File: config.mk
export PLATFORM = sky130hd
export DESIGN_NAME = ilbm_byterun1_body_decoder
export DESIGN_NICKNAME = d
export VERILOG_FILES = /design/src/rtl/ibr_pkg.sv /design/src/rtl/ilbm_byterun1_body_decoder.sv /design/src/rtl/ibr_cfg_regs.sv /design/src/rtl/ibr_decode.sv /design/src/rtl/ibr_out_reg.sv
export SDC_FILE = /design/constraint.sdc
export NUM_CORES = 1
export LEC_CHECK = 0
export ABC_CLOCK_PERIOD_IN_PS = 7200
export BUFFER_PORTS_ARGS = -buffer_cell sky130_fd_sc_hd__buf_2
export CAP_MARGIN = 20
export CORE_MARGIN = 2
export CORE_UTILIZATION = 60
export CTS_CLUSTER_DIAMETER = 30
export DETAILED_ROUTE_END_ITERATION = 12
export GPL_TIMING_DRIVEN = 0
export PLACE_DENSITY = 0.82
export SYNTH_ARGS = -nofsm -noshare
export SYNTH_HDL_FRONTEND = slang
export SYNTH_HIERARCHICAL = 1
export SYNTH_SLANG_ARGS = --single-unit
File: constraint.sdc
create_clock -name clock -period 7.2 [get_ports clock]
set_clock_uncertainty 0.05 [all_clocks]
set_input_delay 1.44 -clock clock [delete_from_list [all_inputs] [get_ports clock]]
set_output_delay 1.44 -clock clock [all_outputs]
set_load 0.02 [all_outputs]
File: src/rtl/ibr_pkg.sv
// Shared types, codes and defaults for the interleaved-bitplane body decoder.
`default_nettype none

package ibr_pkg;

   localparam int DefaultMaxPlanes   = 6;
   localparam int DefaultMaxRowBytes = 255;

   localparam int CsrIndexWidth = 3;
   localparam int CsrDataWidth  = 10;

   localparam logic [CsrIndexWidth-1:0] CsrCompressed  = 3'd0;
   localparam logic [CsrIndexWidth-1:0] CsrBytesPerRow = 3'd1;
   localparam logic [CsrIndexWidth-1:0] CsrPlaneCount  = 3'd2;
   localparam logic [CsrIndexWidth-1:0] CsrRowCount    = 3'd3;

   localparam logic       ResetCompressed  = 1'b1;
   localparam logic [7:0] ResetBytesPerRow = 8'd40;
   localparam logic [2:0] ResetPlaneCount  = 3'd5;
   localparam logic [9:0] ResetRowCount    = 10'd256;

   localparam logic [7:0] ControlNoop = 8'd128;

   typedef enum logic [3:0] {
      PhControl  = 4'b0001,
      PhLiteral  = 4'b0010,
      PhRunValue = 4'b0100,
      PhDiscard  = 4'b1000
   } phase_type;

   typedef struct packed {
      logic       compressed;
      logic [7:0] row_limit;
      logic [3:0] plane_limit;
      logic [9:0] row_total;
   } cfg_type;

   typedef struct packed {
      logic       valid;
      logic [7:0] pixel_byte;
      logic [7:0] repeat_count;
      logic [7:0] start_column;
      logic [2:0] plane_index;
      logic [9:0] row_index;
      logic       row_end;
      logic       image_end;
      logic       overrun;
   } seg_type;

endpackage

`default_nettype wire

File: src/rtl/ilbm_byterun1_body_decoder.sv
// Top level of the run-length image body decoder.
// Accepts one body byte per clock unless stalled and produces at most one row segment per byte
// in the next cycle from a single result register; req_ready drops only while that register
// holds a segment that is not being taken in the same cycle. Throughput is therefore one byte
// per cycle, set by the single decode state update per byte. Configuration writes are always
// taken (csr_ready is tied high) and are meant for idle periods. No clearing pass after reset.
`default_nettype none

module ilbm_byterun1_body_decoder
   import ibr_pkg::*;
#(
   parameter int MAX_PLANES    = DefaultMaxPlanes,
   parameter int MAX_ROW_BYTES = DefaultMaxRowBytes
) (
   input  wire logic                     clock,
   input  wire logic                     reset,
   input  wire logic                     req_valid,
   output logic                          req_ready,
   input  wire logic [7:0]               req_data_byte,
   output logic                          rsp_valid,
   input  wire logic                     rsp_ready,
   output logic [7:0]                    rsp_pixel_byte,
   output logic [7:0]                    rsp_repeat_count,
   output logic [7:0]                    rsp_start_column,
   output logic [2:0]                    rsp_plane_index,
   output logic [9:0]                    rsp_row_index,
   output logic                          rsp_row_end,
   output logic                          rsp_image_end,
   output logic                          rsp_overrun,
   input  wire logic                     csr_valid,
   output logic                          csr_ready,
   input  wire logic [CsrIndexWidth-1:0] csr_index,
   input  wire logic [CsrDataWidth-1:0]  csr_data
);

   cfg_type cfg;
   seg_type seg;
   seg_type held;
   logic    accept;

   assign csr_ready = 1'b1;
   assign req_ready = !held.valid || rsp_ready;
   assign accept    = req_valid && req_ready;

   ibr_cfg_regs #(
      .MAX_PLANES    (MAX_PLANES),
      .MAX_ROW_BYTES (MAX_ROW_BYTES)
   ) u_cfg (
      .clock    (clock),
      .reset    (reset),
      .wr_en    (csr_valid && csr_ready),
      .wr_index (csr_index),
      .wr_data  (csr_data),
      .cfg      (cfg)
   );

   ibr_decode u_decode (
      .clock     (clock),
      .reset     (reset),
      .cfg       (cfg),
      .accept    (accept),
      .data_byte (req_data_byte),
      .seg       (seg)
   );

   ibr_out_reg u_out (
      .clock (clock),
      .reset (reset),
      .load  (accept),
      .seg   (seg),
      .take  (rsp_ready),
      .held  (held)
   );

   assign rsp_valid        = held.valid;
   assign rsp_pixel_byte   = held.pixel_byte;
   assign rsp_repeat_count = held.repeat_count;
   assign rsp_start_column = held.start_column;
   assign rsp_plane_index  = held.plane_index;
   assign rsp_row_index    = held.row_index;
   assign rsp_row_end      = held.row_end;
   assign rsp_image_end    = held.image_end;
   assign rsp_overrun      = held.overrun;

`ifndef SYNTHESIS
   // a held segment that is not taken must stall the input side
   a_stall_input: assert property (@(posedge clock) disable iff (reset)
      rsp_valid && !rsp_ready |-> !req_ready)
      else $error("input accepted while result stalled");

   a_count_range: assert property (@(posedge clock) disable iff (reset)
      rsp_valid |-> (rsp_repeat_count != 8'd0) && (rsp_repeat_count <= 8'd128))
      else $error("repeat count out of range");

   a_image_end_row: assert property (@(posedge clock) disable iff (reset)
      rsp_valid && rsp_image_end |-> rsp_row_end && (rsp_start_column == 8'd0 ||
         rsp_repeat_count != 8'd0))
      else $error("image end without row end");
`endif

endmodule

`default_nettype wire

File: src/rtl/ibr_cfg_regs.sv
// Configuration registers with the clamped limits derived from them.
`default_nettype none

module ibr_cfg_regs
   import ibr_pkg::*;
#(
   parameter int MAX_PLANES    = DefaultMaxPlanes,
   parameter int MAX_ROW_BYTES = DefaultMaxRowBytes
) (
   input  wire logic                     clock,
   input  wire logic                     reset,
   input  wire logic                     wr_en,
   input  wire logic [CsrIndexWidth-1:0] wr_index,
   input  wire logic [CsrDataWidth-1:0]  wr_data,
   output cfg_type                       cfg
);

   localparam logic [7:0] RowMax   = 8'(MAX_ROW_BYTES);
   localparam logic [3:0] PlaneMax = 4'(MAX_PLANES);

   logic       compressed_ff;
   logic [7:0] bytes_per_row_ff;
   logic [2:0] plane_count_ff;
   logic [9:0] row_count_ff;

   always_ff @(posedge clock) begin
      if (reset) begin
         compressed_ff    <= ResetCompressed;
         bytes_per_row_ff <= ResetBytesPerRow;
         plane_count_ff   <= ResetPlaneCount;
         row_count_ff     <= ResetRowCount;
      end else if (wr_en) begin
         case (wr_index)
            CsrCompressed:  compressed_ff    <= wr_data[0];
            CsrBytesPerRow: bytes_per_row_ff <= wr_data[7:0];
            CsrPlaneCount:  plane_count_ff   <= wr_data[2:0];
            CsrRowCount:    row_count_ff     <= wr_data[9:0];
            default: ;
         endcase
      end
   end

   always_comb begin
      cfg.compressed = compressed_ff;
      if (bytes_per_row_ff == 8'd0)
         cfg.row_limit = 8'd1;
      else if (bytes_per_row_ff > RowMax)
         cfg.row_limit = RowMax;
      else
         cfg.row_limit = bytes_per_row_ff;
      if (plane_count_ff == 3'd0)
         cfg.plane_limit = 4'd1;
      else if ({1'b0, plane_count_ff} > PlaneMax)
         cfg.plane_limit = PlaneMax;
      else
         cfg.plane_limit = {1'b0, plane_count_ff};
      cfg.row_total = (row_count_ff == 10'd0) ? 10'd1 : row_count_ff;
   end

endmodule

`default_nettype wire

File: src/rtl/ibr_decode.sv
// Run-length decode state and per-byte segment generation.
`default_nettype none

module ibr_decode
   import ibr_pkg::*;
(
   input  wire logic       clock,
   input  wire logic       reset,
   input  wire cfg_type    cfg,
   input  wire logic       accept,
   input  wire logic [7:0] data_byte,
   output seg_type         seg
);

   phase_type  phase_ff, phase_in;
   logic [7:0] literal_left_ff, literal_left_in;
   logic [7:0] run_length_ff, run_length_in;
   logic [7:0] column_ff, column_in;
   logic [2:0] plane_ff, plane_in;
   logic [9:0] row_ff, row_in;
   logic       finished_ff, finished_in;

   logic [7:0] left, want, cnt, literal_dec;
   logic [2:0] plane_inc;
   logic [9:0] row_inc;
   logic       clipped, rend, wrap, iend, do_emit, in_run, in_literal;

   always_ff @(posedge clock) begin
      if (reset) begin
         phase_ff        <= PhControl;
         literal_left_ff <= 8'd0;
         run_length_ff   <= 8'd0;
         column_ff       <= 8'd0;
         plane_ff        <= 3'd0;
         row_ff          <= 10'd0;
         finished_ff     <= 1'b0;
      end else begin
         phase_ff        <= phase_in;
         literal_left_ff <= literal_left_in;
         run_length_ff   <= run_length_in;
         column_ff       <= column_in;
         plane_ff        <= plane_in;
         row_ff          <= row_in;
         finished_ff     <= finished_in;
      end
   end

   always_comb begin
      in_run     = cfg.compressed && (phase_ff == PhRunValue);
      in_literal = cfg.compressed && (phase_ff == PhLiteral);
      left       = (column_ff < cfg.row_limit) ? (cfg.row_limit - column_ff) : 8'd1;
      if (in_run)
         want = (run_length_ff != 8'd0) ? run_length_ff : 8'd1;
      else
         want = 8'd1;
      cnt       = (want < left) ? want : left;
      clipped   = want > left;
      rend      = cnt == left;
      plane_inc = plane_ff + 3'd1;
      row_inc   = row_ff + 10'd1;
      wrap      = {1'b0, plane_inc} >= cfg.plane_limit;
      iend      = rend && wrap && ((row_inc >= cfg.row_total) || (row_inc == 10'd0));
      literal_dec = literal_left_ff - 8'd1;

      phase_in        = phase_ff;
      literal_left_in = literal_left_ff;
      run_length_in   = run_length_ff;
      column_in       = column_ff;
      plane_in        = plane_ff;
      row_in          = row_ff;
      finished_in     = finished_ff;
      do_emit         = 1'b0;

      if (accept && !finished_ff) begin
         if (!cfg.compressed) begin
            do_emit = 1'b1;
         end else begin
            case (phase_ff)
               PhControl: begin
                  if (data_byte < ControlNoop) begin
                     literal_left_in = data_byte + 8'd1;
                     phase_in        = PhLiteral;
                  end else if (data_byte > ControlNoop) begin
                     run_length_in = 8'd1 - data_byte;
                     phase_in      = PhRunValue;
                  end
               end
               PhLiteral: begin
                  do_emit         = 1'b1;
                  literal_left_in = literal_dec;
                  if (literal_dec == 8'd0)
                     phase_in = PhControl;
                  else if (rend)
                     phase_in = PhDiscard;
               end
               PhRunValue: begin
                  do_emit       = 1'b1;
                  run_length_in = 8'd0;
                  phase_in      = PhControl;
               end
               PhDiscard: begin
                  literal_left_in = literal_dec;
                  if (literal_dec == 8'd0)
                     phase_in = PhControl;
               end
               default: phase_in = PhControl;
            endcase
         end
      end

      if (do_emit) begin
         column_in   = rend ? 8'd0 : (column_ff + cnt);
         plane_in    = rend ? (wrap ? 3'd0 : plane_inc) : plane_ff;
         row_in      = (rend && wrap) ? row_inc : row_ff;
         finished_in = finished_ff | iend;
      end

      seg.valid        = do_emit;
      seg.pixel_byte   = data_byte;
      seg.repeat_count = cnt;
      seg.start_column = column_ff;
      seg.plane_index  = plane_ff;
      seg.row_index    = row_ff;
      seg.row_end      = rend;
      seg.image_end    = iend;
      seg.overrun      = clipped | (in_literal && rend && (literal_left_ff > 8'd1));
   end

endmodule

`default_nettype wire

File: src/rtl/ibr_out_reg.sv
// Result register holding one segment until its transfer completes.
`default_nettype none

module ibr_out_reg
   import ibr_pkg::*;
(
   input  wire logic    clock,
   input  wire logic    reset,
   input  wire logic    load,
   input  wire seg_type seg,
   input  wire logic    take,
   output seg_type      held
);

   logic    valid_ff, valid_in;
   seg_type data_ff;

   always_comb begin
      valid_in = valid_ff;
      if (load)
         valid_in = seg.valid;
      else if (take)
         valid_in = 1'b0;
   end

   always_ff @(posedge clock) begin
      if (reset)
         valid_ff <= 1'b0;
      else
         valid_ff <= valid_in;
   end

   always_ff @(posedge clock) begin
      if (load && seg.valid)
         data_ff <= seg;
   end

   always_comb begin
      held       = data_ff;
      held.valid = valid_ff;
   end

endmodule

`default_nettype wire

Yosys cells after proc, flatten, opt, wreduce, memory -nomap -nowiden. Index checks and enable logic that the tools add are counted.

Register bits: 105. Latch bits: 0. RAM bits: 0. ROM bits: 0. Bits of input ports: 26. Logic and storage cells: 114. Memories: 0.

$add $sub $neg: 7. Multipliers: 0. Div/mod/pow operators: 0. $lt $le $gt $ge: 10. Eq/ne operators: 14. Shift operators: 0. Mux-type cells: 27. Bitwise logic cells: 2. Reductions and logical operators: 34.

Operators by type and width (count): two-way mux 8 bit (10); case mux 8 bit (2 select lines) (2); two-way mux 4 bit (6); zero test 10 bit (2); > comparator 8 bit, second input constant (2); zero test 8 bit (2); < comparator 8 bit (2); case mux 4 bit (3 select lines) (1); AND reduction 2 bit (6); adder 10 x 1 -> 10 bit, second input constant (1); greater-or-equal comparator 10 bit (1); two-way mux 10 bit (1); AND reduction 5 bit (2); logical AND 1 bit (9); adder 8 x 1 -> 8 bit, second input constant (1); adder 8 bit (1); equality test 8 bit (1); > comparator 8 x 1 -> 1 bit, second input constant (1); > comparator 8 bit (1); < comparator 8 bit, second input constant (1); nonzero test 8 bit (1); subtractor 1 x 8 -> 8 bit, first input constant (1); subtractor 8 x 1 -> 8 bit, second input constant (1); subtractor 8 bit (1); other kinds (22) (37).

Logic depth before layout (Yosys ltp). Gate-level depths: netlist of the first run.

Depth after elaboration: 11. Gate-level depth with buffers: 28. Gate-level depth less buffers: 27.

Cells and area by module. Netlist of the first run, hierarchy kept.

Modules (own cells, without submodules): ibr_decode (instances 1, cells an instance 542, area an instance 4126.5 um2, sequential area each 840.8 um2); ibr_out_reg (instances 1, cells an instance 46, area an instance 1249.9 um2, sequential area each 1221.2 um2); ibr_cfg_regs (instances 1, cells an instance 120, area an instance 980.9 um2, sequential area each 440.4 um2); ilbm_byterun1_body_decoder (instances 1, cells an instance 4, area an instance 33.8 um2, sequential area each 0.0 um2).

Worst setup path after synthesis of the first run. OpenSTA, ideal clock, no wires.

Path type: register -> register. Start point: reg u_cfg.bytes_per_row_ff[4]. End point: reg u_decode.column_ff[7]. Arrival time: 5227 ps. Required time: 7076 ps. Path slack: 1848 ps. Cell stages (with the launch flop): 24. Period minus slack after synthesis: 5352 ps. Cell sequence: dfxtp_1 > nor4_1 > a21o_1 > inv_1 > ha_1 > fa_1 > nand2b_1 > a211o_1 > a21oi_2 > o21ai_1 > ha_1 > a21o_1 > a21o_1 > a211o_1 > clkbuf_1 > o21ai_0 > ha_1 > a21o_1 > a21o_1 > a21oi_1 > o21ai_0 > xnor2_1 > or4_1 > a31oi_1.

RTL lines: start: declaration (RTL line ibr_cfg_regs.sv:22) `logic [7:0] bytes_per_row_ff;`; start signal: assignment (RTL line ibr_cfg_regs.sv:29) `bytes_per_row_ff <= ResetBytesPerRow;`; start signal: assignment (RTL line ibr_cfg_regs.sv:35) `CsrBytesPerRow: bytes_per_row_ff <= wr_data[7:0];`; end signal: assignment (RTL line ibr_decode.sv:41) `column_ff <= column_in;`; end: declaration (RTL line ibr_decode.sv:18) `logic [7:0] column_ff, column_in;`.

==> results of run 1 <==
-- path summary, 6_finish.rpt --
path | end | depth (start not counted)
worst max-delay path | u_decode/column_ff[7] | 23
worst min-delay path | u_out/held[6] | 0
worst max register to register | u_decode/column_ff[7] | 23
worst min register to register | u_out/held[6] | 0
-- registers in the layout, indices dropped and copies added (netlist names) --
| name | flops |
|---|---|
| u_decode/column_ff | 8 |
| u_decode/literal_left_ff | 8 |
| u_out/valid_ff | 1 |
| u_decode/row_ff | 10 |
| u_decode/run_length_ff | 8 |
| u_cfg/row_count_ff | 10 |
| u_decode/finished_ff | 1 |
| u_cfg/bytes_per_row_ff | 8 |
| u_out/held | 40 |
| u_cfg/plane_count_ff | 3 |
| u_decode/phase_ff | 4 |
| u_cfg/compressed_ff | 1 |
| u_decode/plane_ff | 3 |
-- cell families (layout without fill, tap and decap cells) --
logic type / count (synthesis) / in the layout / synth area share [%]
and+or+nand+nor: 249 / 249 / 20.6
AOI/OAI and AO/OA: 152 / 152 / 14.9
DFF: 105 / 105 / 39.2
buffers and inverters: 104 / 185 / 7.93
adders and majority gates: 47 / 47 / 9.40
xor gates and xnor gates: 37 / 37 / 5.40
muxes: 16 / 16 / 2.51
other: 2 / 2 / 0.118
-- where the power goes --
part           switching, W  internal [W]  total [W]
sequential        0.0000152      0.000630   0.000645
combinational      0.000136     0.0000905   0.000227
clock              0.000216      0.000164   0.000380
-- area by class of cell --
type | count | area (µm²) | share of cell area [%]
inverters | 45 | 173 | 2.44
repair buffers | 65 | 325 | 4.59
plain buffers | 59 | 334 | 4.71
well taps | 136 | 170 | 2.40
flip-flops and latches | 105 | 2500 | 35.3
clock buffers | 9 | 124 | 1.75
multi-input cells | 503 | 3380 | 47.7
clock inverters | 7 | 76.3 | 1.08
-- layer usage --
layer	global-route usage, %	part of all wire [%]	vias to the layer above
met4	9.93	2.7	0
met5	0	0	-
met3	4.32	5.6	30
met2	44.9	48	172
li1	-	-	2636
met1	34.6	43	2539
-- stage by stage --
stage | worst slack [ns] | utilization (%) | std cells | instance area (µm²) | total power (W)
CTS | 0.916 | 68.6 | 929 | 7090 | 0.00125
global route | 0.491 | 68.6 | 929 | 7090 | 0.00131
detailed placement | 0.950 | 66.7 | 913 | 6890 | 0.000881
finish | 0.870 | 68.6 | 929 | 7090 | 0.00125
floorplan | 1.85 | - | 712 | 6390 | 0.000819
global placement | 1.08 | 66.7 | 913 | 6890 | 0.000875
-- layout by cell type, fill, tap and decap left out, drive strengths merged, types with 4 or more instances in the layout --
cell type,synthesis,routed
o211ai,8,8
nand3,30,30
a211oi,6,6
a21o,10,10
o21ai,32,32
nor4,4,4
inv,42,45
and2,5,5
nor2b,8,8
xor2,8,8
buf,25,90
mux2i,16,16
clkinv,3,5
nor4b,6,6
nand2b,20,20
nor2,49,49
nand2,75,75
ha,44,44
edfxtp,40,40
or4,11,11
a21oi,63,63
clkbuf,33,42
dfxtp,65,65
o31ai,10,10
and3,6,6
nor3,12,12
a31oi,4,4
nand4,5,5
xnor2,28,28
==> flow_summary.json, run 1 <==
{
  "syn_inst": 712,
  "placeable_core_region_um2": 10300,
  "timing.critical_path.mode_cell": "a21o_1",
  "rr_startpoint": "u_cfg/bytes_per_row_ff[4]",
  "vdd.ir_drop.worst_mv": 0.114,
  "gpl.final_weighted_congestion": 0.863,
  "area_growth_pct": 10.9,
  "yosys_warnings": 6,
  "critical_path_buf_inv_count": 2,
  "fill_cells": 834,
  "synth_top_cells_by_count": "nand2_1, dfxtp_1, a21oi_1",
  "worstPathCellList": "nor4_1 -> a21o_1 -> inv_1 -> ha_1 -> fa_1 -> nand2b_1 -> a211o_1 -> a21oi_2 -> o21ai_1 -> ha_1 -> a21o_1 -> a21o_1 -> a211o_1 -> clkbuf_1 -> o21ai_0 -> ha_1 -> a21o_1 -> a21o_1 -> a21oi_1 -> o21ai_0 -> xnor2_1 -> or4_1 -> a31oi_1",
  "synth_edf_count": 40,
  "synth.distinct_cells": 74,
  "synth-seq-cells": 105,
  "result_of_the_run": "finished, final reports clean",
  "floorplan.rows": 37,
  "grt-ovfl-total": 0,
  "global_route_wire_length_before_repair_mm": 24.5,
  "totalWireLength_mm": 14.6,
  "drtAntennaViolNets": 0,
  "post-route-drc-count": 0,
  "die_area_um2": 11500,
  "postSynthAreaPerCell_um2": 8.98,
  "nets_in_the_synthesized_netlist": 784,
  "io_pins": 69,
  "clock-sinks": 105,
  "cp_max_fo": 10,
  "grt_usage_pct": 26.7,
  "p_leak_nw": 2.93,
  "antennaDiodeCount": 0,
  "post_cts_buffers": 0,
  "yosysMostFrequentCell": "nand2_1",
  "setup_viol": 0,
  "drt-initial-drc-count": 302,
  "area_of_the_mapped_netlist_um2": 6390,
  "clock.fmax_mhz": 158,
  "finalHoldViolations": 0,
  "ctsHoldBuffers": 0,
  "clock_input_transition_at_the_sequential_cells_of_the_worst_setup_and_hold_paths_ns": 0.11,
  "port-buffer-count": 65,
  "routed_via_density": 5.79,
  "timing.critical_path.arrival_ns": 6.60,
  "worst_setup_path_start_kind": "register",
  "power_density_nw_per_um2": 177,
  "critical_path_max_stage_delay_ns": 0.42,
  "end_kind": "register",
  "layout-drive-gt1-share_pct": 16.3,
  "r2r_slack_ns": 0.87,
  "grt_pass1_vias": 5163,
  "post_synth_main_area_contributors": "dfxtp_1, edfxtp_1, ha_1",
  "min_period_ns": 6.33,
  "cts_resized": 0,
  "synthFlopType": "dfxtp_1",
  "die-height_um": 107,
  "finalMaxSlewViolations": 0,
  "dpl.hpwl_mm": 11.0,
  "synth_top_area_cell": "dfxtp_1",
  "cpMaxStageDelayCell": "or4_1",
  "hp-class": "register to register",
  "cts_root_buffer": "clkbuf_8",
  "max-clock-path-buffers": 2,
  "drv.max_cap_violation_count": 0,
  "timing.critical_path.required_ns": 7.47,
  "detail_route.first_pass.iterations": 7,
  "number_of_buffers_created_by_cts": 9,
  "num_vias": 5377,
  "wire_per_inst_um": 15.8,
  "layout.nets": 860,
  "grt_antenna_before_repair": 0,
  "async_reset_ff_share_pct": 0,
  "grt_start_max_net_pins": 41,
  "grt_setup_unrepaired": "false",
  "clock_latency_ns": 0.38,
  "slew_headroom_pct": 38.3,
  "min-delay-start": "u_decode/row_ff[3]",
  "tritoncts": "yes",
  "synthDominantCellAreaShare_pct": 20.4,
  "final.setup.tns_ns": 0,
  "floorplan.initialDensity_pct": 61.9,
  "timing.hold.ws_ns": 0.411,
  "worst_path_dominant_cell_family": "compound AO/OA/AOI/OAI gates",
  "die_boundary_width_um": 107,
  "post-route-period-util_pct": 87.9,
  "critical_path_class": "register to register",
  "worst_slew_pin_slew_ns": 0.924,
  "ctsHtreeMaxLevel": 3,
  "critical_path.startpoint": "u_cfg/bytes_per_row_ff[4]",
  "seq_area_frac_synth_pct": 39.2
}
Power figures use the tool's default switching activity.
==> inputs of run 2 (changes only) <==
--- a/config.mk
+++ b/config.mk
@@ -10,6 +10,7 @@
 export CAP_MARGIN = 20
 export CORE_MARGIN = 2
 export CORE_UTILIZATION = 60
+export CTS_BUF_LIST = sky130_fd_sc_hd__clkbuf_16
 export CTS_CLUSTER_DIAMETER = 30
 export DETAILED_ROUTE_END_ITERATION = 12
 export GPL_TIMING_DRIVEN = 0
==> flow_summary.json, run 2 (synthesis results as in run 1) <==
{
  "result_of_the_run": "finished, final reports clean",
  "placeable_core_region_um2": 10300,
  "pre_cts_slack_ns": 0.950,
  "globalRouteMet1Util_pct": 35.0,
  "max-clock-path-buffers": 2,
  "detail_route.first_pass.iterations": 5,
  "met2_usage_pct": 45.9,
  "number_of_buffers_created_by_cts": 9,
  "final.setup.tns_ns": 0,
  "r2r-end": "u_decode/column_ff[7]",
  "p_switching_w": 0.000378,
  "grt_util_met3_pct": 2.86,
  "overall_power_w": 0.00137,
  "worst_setup_path_start_kind": "register",
  "setup_viol": 0,
  "power.share.combinational_pct": 16.6,
  "grt_antenna_before_repair": 0,
  "timing.critical_path.arrival_ns": 6.62,
  "floorplan.rows": 37,
  "io_pins": 69,
  "worst-r2r-cell-count": 23,
  "min-delay-start": "u_decode/row_ff[3]",
  "layout.cells.most_common": "nand2_1",
  "global_route_wire_length_before_repair_mm": 24.9,
  "hp-class": "register to register",
  "totalWireLength_mm": 15.1,
  "wire_per_inst_um": 16.2,
  "intPower_w": 0.000994,
  "cts_resized": 0,
  "ctsHtreeMaxLevel": 3,
  "tritoncts": "yes",
  "p_leak_nw": 2.98,
  "dpl.hpwl_mm": 11.0,
  "largest_register_ff_count": 40,
  "power.sequential.fraction_pct": 47.1,
  "cts_root_buffer": "clkbuf_16",
  "grt_most_used_layer": "met2",
  "finalMaxSlewViolations": 0,
  "grt_start_max_net_pins": 41,
  "fin_ws_ns": 0.805,
  "routed_via_density": 5.81,
  "timing.critical_path.required_ns": 7.42,
  "die_boundary_width_um": 107,
  "clock.fmax_mhz": 156,
  "clockPowerShare_pct": 36.3,
  "slew_headroom_pct": 35.5,
  "min_period_ns": 6.39,
  "most-common-layout-cells": "nand2_1, buf_2, dfxtp_1",
  "worst_slew_pin_slew_ns": 0.966,
  "port-buffer-count": 65,
  "ctsHoldBuffers": 0,
  "layout-drive-gt1-share_pct": 16.3,
  "clock_latency_ns": 0.34,
  "antennaDiodeCount": 0,
  "grt_pass1_vias": 5259,
  "vdd.ir_drop.worst_mv": 0.106,
  "critical_path_class": "register to register",
  "worst_hold_path.num_cells": 0,
  "clock-sinks": 105,
  "drv.max_cap_violation_count": 0,
  "r2r_slack_ns": 0.81,
  "grt-ovfl-total": 0,
  "num_vias": 5398,
  "p_sw_share_pct": 27.5,
  "finalHoldViolations": 0,
  "area_growth_pct": 12.5,
  "worstHoldEndpoint": "u_out/held[6]",
  "gpl.final_weighted_congestion": 0.863,
  "end_kind": "register",
  "clock_input_transition_at_the_sequential_cells_of_the_worst_setup_and_hold_paths_ns": 0.07,
  "post-route-drc-count": 0,
  "grt_setup_unrepaired": "false",
  "rr_startpoint": "u_cfg/bytes_per_row_ff[4]",
  "grt_usage_pct": 27.1,
  "post-route-period-util_pct": 88.8,
  "die-height_um": 107,
  "power_density_nw_per_um2": 191,
  "cp_max_fo": 10,
  "layout.nets": 860,
  "drt-initial-drc-count": 327,
  "floorplan.initialDensity_pct": 61.9,
  "final_util_pct": 69.6,
  "die_area_um2": 11500,
  "drtAntennaViolNets": 0,
  "post_cts_buffers": 0
}
## run 2: worst max-delay path by stage
stage | from | end | slack (ns)
detailed placement | u_cfg/bytes_per_row_ff[4] | u_decode/column_ff[7] | 0.95
CTS | u_cfg/bytes_per_row_ff[4] | u_decode/column_ff[7] | 0.90
floorplan | u_cfg/bytes_per_row_ff[4] | u_decode/column_ff[7] | 1.85
global route | u_cfg/bytes_per_row_ff[4] | u_decode/column_ff[7] | 0.49
finish | u_cfg/bytes_per_row_ff[4] | u_decode/column_ff[7] | 0.81
global placement | u_cfg/bytes_per_row_ff[4] | u_decode/column_ff[7] | 1.08
## run 2: power by group through the flow
stage / Sequential (W) / Clock (W) / Combinational [W]
after detailed placement: 0.000658 / 0 / 0.000223
after global placement: 0.000658 / 0 / 0.000217
after global routing: 0.000647 / 0.000530 / 0.000250
after floorplan: 0.000657 / 0 / 0.000162
final: 0.000645 / 0.000498 / 0.000228
after CTS: 0.000645 / 0.000504 / 0.000226
## run 2: through the flow
| step | hold slack (ns) | area (µm²) | instances |
|---|---|---|---|
| 3_5_place_dp | 0.377 | 6890 | 913 |
| 5_1_grt | 0.409 | 7190 | 929 |
| 2_1_floorplan | 0.356 | 6390 | 712 |
| 3_3_place_gp | 0.375 | 6890 | 913 |
| 4_1_cts | 0.399 | 7190 | 929 |
| 6_report | 0.398 | 7190 | 929 |
## run 2: final cells by class
type	count	area, µm²
flip-flops and latches	105	2500
repair buffers	65	325
fillers	813	3140
inverters	45	173
plain buffers	59	334
clock buffers	9	225
multi-input cells	503	3380
clock inverters	7	76.3
well taps	136	170
## run 2: metal layers
layer	up-vias	wire [µm]
met2	157	7350
met5	-	0
li1	2642	-
met3	31	686
met1	2568	6570
met4	0	478
## run 2: critical path, cell delays in order, from the launching register on
cell,delay (ns)
dfxtp_1,0.33
nor4_1,0.30
a21o_1,0.17
inv_1,0.05
ha_1,0.21
fa_1,0.41
nand2b_1,0.22
a211o_1,0.30
a21oi_2,0.39
o21ai_1,0.29
ha_1,0.37
a21o_1,0.19
a21o_1,0.17
a211o_1,0.42
clkbuf_1,0.27
o21ai_0,0.35
ha_1,0.33
a21o_1,0.19
a21o_1,0.17
a21oi_1,0.22
o21ai_0,0.15
xnor2_1,0.17
or4_1,0.43
a31oi_1,0.17
